[src/hdl/nsp_pkg.sv]
// shared types and constants of the nearest speaker panner
package nsp_pkg;

    localparam int SMP_W     = 24;
    localparam int DIR_W     = 16;
    localparam int IDX_W     = 3;
    localparam int WGT_W     = 26;
    localparam int RAMP_W    = 17;
    localparam int DOT_W     = 2 * DIR_W + 1;
    localparam int CFG_IDX_W = 1;
    localparam int CFG_DATA_W = RAMP_W;

    localparam logic [1:0] OP_SAMPLE = 2'd0;
    localparam logic [1:0] OP_DIR    = 2'd1;
    localparam logic [1:0] OP_SPK_WR = 2'd2;

    localparam logic [CFG_IDX_W-1:0] REG_USE_ALL   = 1'd0;
    localparam logic [CFG_IDX_W-1:0] REG_RAMP_STEP = 1'd1;

    localparam logic [RAMP_W-1:0] RAMP_RESET = 17'd64;

    localparam logic signed [WGT_W:0]   UNITY_Q24 = 27'sd16777216;
    localparam logic signed [WGT_W-1:0] W_MAX     = 26'sh1ffffff;
    localparam logic signed [WGT_W-1:0] W_MIN     = 26'sh2000000;
    localparam logic signed [SMP_W-1:0] S24_MAX   = 24'sh7fffff;
    localparam logic signed [SMP_W-1:0] S24_MIN   = 24'sh800000;

    typedef struct packed {
        logic        [1:0]       op;
        logic signed [SMP_W-1:0] sample;
        logic signed [DIR_W-1:0] dir_x;
        logic signed [DIR_W-1:0] dir_y;
        logic signed [DIR_W-1:0] dir_z;
        logic        [IDX_W-1:0] speaker_index;
    } t_in_item;

    typedef struct packed {
        logic        [IDX_W-1:0] speaker;
        logic signed [SMP_W-1:0] contribution;
        logic                    last;
    } t_out_item;

    typedef struct packed {
        logic signed [DIR_W-1:0] x;
        logic signed [DIR_W-1:0] y;
        logic signed [DIR_W-1:0] z;
    } t_vec;

    typedef struct packed {
        logic signed [WGT_W-1:0] weight;
        logic signed [WGT_W-1:0] step;
    } t_ws;

endpackage

[src/hdl/nsp_dot.sv]
// three-term dot product of source and speaker directions, products registered
module nsp_dot (
    input  logic                              i_clk,
    input  nsp_pkg::t_vec                     i_src,
    input  nsp_pkg::t_vec                     i_spk,
    output logic signed [nsp_pkg::DOT_W-1:0]  o_dot
);
    import nsp_pkg::*;

    logic signed [2*DIR_W-1:0] r_px;
    logic signed [2*DIR_W-1:0] r_py;
    logic signed [2*DIR_W-1:0] r_pz;

    always_ff @(posedge i_clk) begin
        r_px <= i_src.x * i_spk.x;
        r_py <= i_src.y * i_spk.y;
        r_pz <= i_src.z * i_spk.z;
    end

    assign o_dot = {r_px[2*DIR_W-1], r_px} + {r_py[2*DIR_W-1], r_py}
                 + {r_pz[2*DIR_W-1], r_pz};

endmodule

[config.mk]
export PLATFORM = sky130hd
export DESIGN_NAME = nsp_dot
export DESIGN_NICKNAME = d
export VERILOG_FILES = /design/src/hdl/nsp_pkg.sv /design/src/hdl/nsp_dot.sv
export SDC_FILE = /design/constraint.sdc
export NUM_CORES = 2
export LEC_CHECK = 0
export ABC_AREA = 1
export BUFFER_PORTS_ARGS = -buffer_cell sky130_fd_sc_hd__buf_2
export CAP_MARGIN = 10
export CORE_ASPECT_RATIO = 0.8
export CORE_MARGIN = 1
export CORE_UTILIZATION = 60
export CTS_CLUSTER_SIZE = 8
export DETAILED_ROUTE_END_ITERATION = 8
export PLACE_DENSITY = 0.79
export SYNTH_ARGS = -nofsm -noshare
export SYNTH_HDL_FRONTEND = slang
export SYNTH_SLANG_ARGS = --single-unit
[constraint.sdc]
create_clock -name i_clk -period 5.5 [get_ports i_clk]
set_clock_uncertainty 0.05 [all_clocks]
set_input_delay 0.825 -clock i_clk [delete_from_list [all_inputs] [get_ports i_clk]]
set_output_delay 0.825 -clock i_clk [all_outputs]
set_load 0.05 [all_outputs]
==> results.toml <==
[finish]
nets = 6593
post-route-util_pct = 73.66
syn_to_final_growth_pct = 21.40
antennaDiodeCount = 0
final_cells = 6235
final_cell_area_mm2 = 0.04501
n_fill_cell = 4281
drive_gt1_share_pct = 20.78

[global_route]
grt_pass1_vias = 32372
antenna_found_initial = 0
grt_pass1_wl_um = 161300
grt.total_usage_pct = 32.13
grt_overflow = 0
grt_max_degree = 17

[synth]
synthAdderAreaFrac_pct = 53.57
synthesis.instances = 4960
seq_area_frac_synth_pct = 5.183
synth-simple-area-share_pct = 19.92
synth_xor_area_share_pct = 1.748
synth_compound_area_share_pct = 2.480
yosys.area.top_type = "fa_1"
yosysWarningCount = 0
synth.cell_area_mm2 = 0.03708
synth_top_family_by_area = "adder cells"
synth_mux_area_share_pct = 0
synth_top_area_share_pct = 44.22
avgSynthCellArea_um2 = 7.475
synth_cell_types = 33
ys_top_cells_by_area = "fa_1 (44%), inv_1 (15%), nand2_1 (14%)"
synth_nets = 6153
synth_seq_cells = 96

[critical_path]
start_kind = "primary input"
slowest_delay_ns = 0.65
path_common_cell = "fa_1"
path_buf_inv = 6
path_class = "primary input to register"
cp.arrival_ns = 5.78
cp_top_family = "adder cells"
required_ns = 5.70
slowest_stage = "fa_2"
cp_max_fo = 7
cp_num_cells = 22
path_cells = "buf_12, nand2_4, inv_4, fa_2, fa_2, buf_12, buf_4, fa_1, fa_1, fa_1, fa_1, ha_4, nand2_1, inv_1, nand2_4, nor3_4, and2_4, nand2_4, inv_2, nor2_1, nand2_1, nand2_1"
endpoint_kind = "register"

[timing]
slew_viol_final = 0
whs_ns = 0.8365
setup_slack_ns = -0.07705
rsz0062_at_grt = "yes"
final.period_utilization_pct = 101.4
finalHoldViolations = 0
max_slew_margin_pct = 64.19
setup_viol = 5
post-route-min-period_ns = 5.577
fmax_ghz = 0.1793
worst_slew_pin_slew_ns = 0.5371

[floorplan]
die_h_um = 224.3
start_util_pct = 60.67
die_area_mm2 = 0.06280
coreArea_mm2 = 0.06111
num_rows = 81
die_w_um = 279.9
num_io_pins = 130

[drt]
drtIter0Drc = 3203
drcViolationCount = 0
wl_per_cell_um = 16.47
firstDrtPassIters = 6
vias = 32247
ant_nets = 0
drt_wl_total_um = 102700
viasPerCell = 5.172

[place]
dpl.hpwl_um = 86180
place_area_mm2 = 0.04179
gp_congestion = 1.010
dp_cells = 6168
portBuffers = 129

[clock_tree]
cts_buffers = 9
clk_pin_slew_worst_paths_ns = 0.07
clkSinkCount = 96
cts_hold_buf = 0
cts.path.max_buffers = 2
root_buffer = "clkbuf_16"
cts.htree.levels = 3
cts_tree = "built"

[outcome]
failed_checks = "negative setup slack"
run_status = "complete, but fails checks"

[worst_hold_path]
hold_depth = 3
worstHoldPathType = "primary input to register"

[run]
cap_violations = 0
==> cells in the mapped netlist, drive strengths merged <==
master	count
inv	1515
nand2	1411
fa	819
ha	277
nor2	193
clkbuf	171
nand3	134
a21oi	104
dfxtp	96
xor2	66
nand4	42
o21ai	38
nor3	29
o21bai	22
or2	13
xnor2	8
and2	6
nand3b	6
buf	3
a21o	2
a21boi	1
a31oi	1
and3	1
o211ai	1
o21a	1
==> repair_timing <==
item	4_1_cts	5_1_grt
pin swaps	31	244
buffers inserted	8	45
gates resized for setup	98	580
endpoints found under the setup margin	40	65
gates cloned	0	2
==> stage by stage <==
stage	setup TNS, ns	setup slack [ns]
6_report	-0.2069	-0.07705
5_1_grt	-3.303	-0.2415
4_1_cts	-0.1232	-0.04945
3_5_place_dp	-25.22	-0.5570
3_3_place_gp	-20.57	-0.5282
2_1_floorplan	-0.1802	-0.06981
==> path summary, 6_finish.rpt <==
kind                       end  startpoint
worst max-delay path  r_px[31]   i_spk[33]
worst min-delay path   r_py[0]   i_spk[16]
==> metal layers <==
metal / track usage [%] / part of all wire, % / vias up
li1: - / - / 14856
met1: 49.11 / 43 / 15612
met2: 48.68 / 45 / 1573
met3: 5.485 / 10 / 206
met4: 5.323 / 2.3 / 0
met5: 0 / 0 / -
==> area by class of cell <==
class | count | area, um^2 | share of cell area [%]
multi-input cells | 3175 | 31140 | 69.19
inverters | 1515 | 5708 | 12.68
repair buffers | 603 | 4897 | 10.88
flip-flops and latches | 96 | 1922 | 4.270
well taps | 830 | 1039 | 2.307
clock buffers | 11 | 242.7 | 0.5392
clock inverters | 5 | 62.56 | 0.1390
==> layout by cell type (no fill, tap or decap), types with 59 or more instances in the layout <==
cell type	instances
inv_2	73
nand2_2	74
xor2_1	61
ha_1	216
a21oi_1	60
ha_4	59
buf_4	440
nand2_1	1300
nor2_1	111
nand3_1	106
buf_2	68
inv_1	1435
fa_1	777
dfxtp_1	96
==> kinds of logic after synthesis <==
family	after synthesis
AOI/OAI and AO/OA	170
xor gates and xnor gates	74
adders and majority gates	1096
buffers and inverters	1689
DFF	96
and+or+nand+nor	1835
==> flip-flops by register name, summed over array words and instances, names as in the netlist <==
name / count
r_py: 32
r_px: 32
r_pz: 32
Power is left out: the tool's default activity adds up to more than one toggle a clock period on the data nets, which glitch-free logic cannot reach.
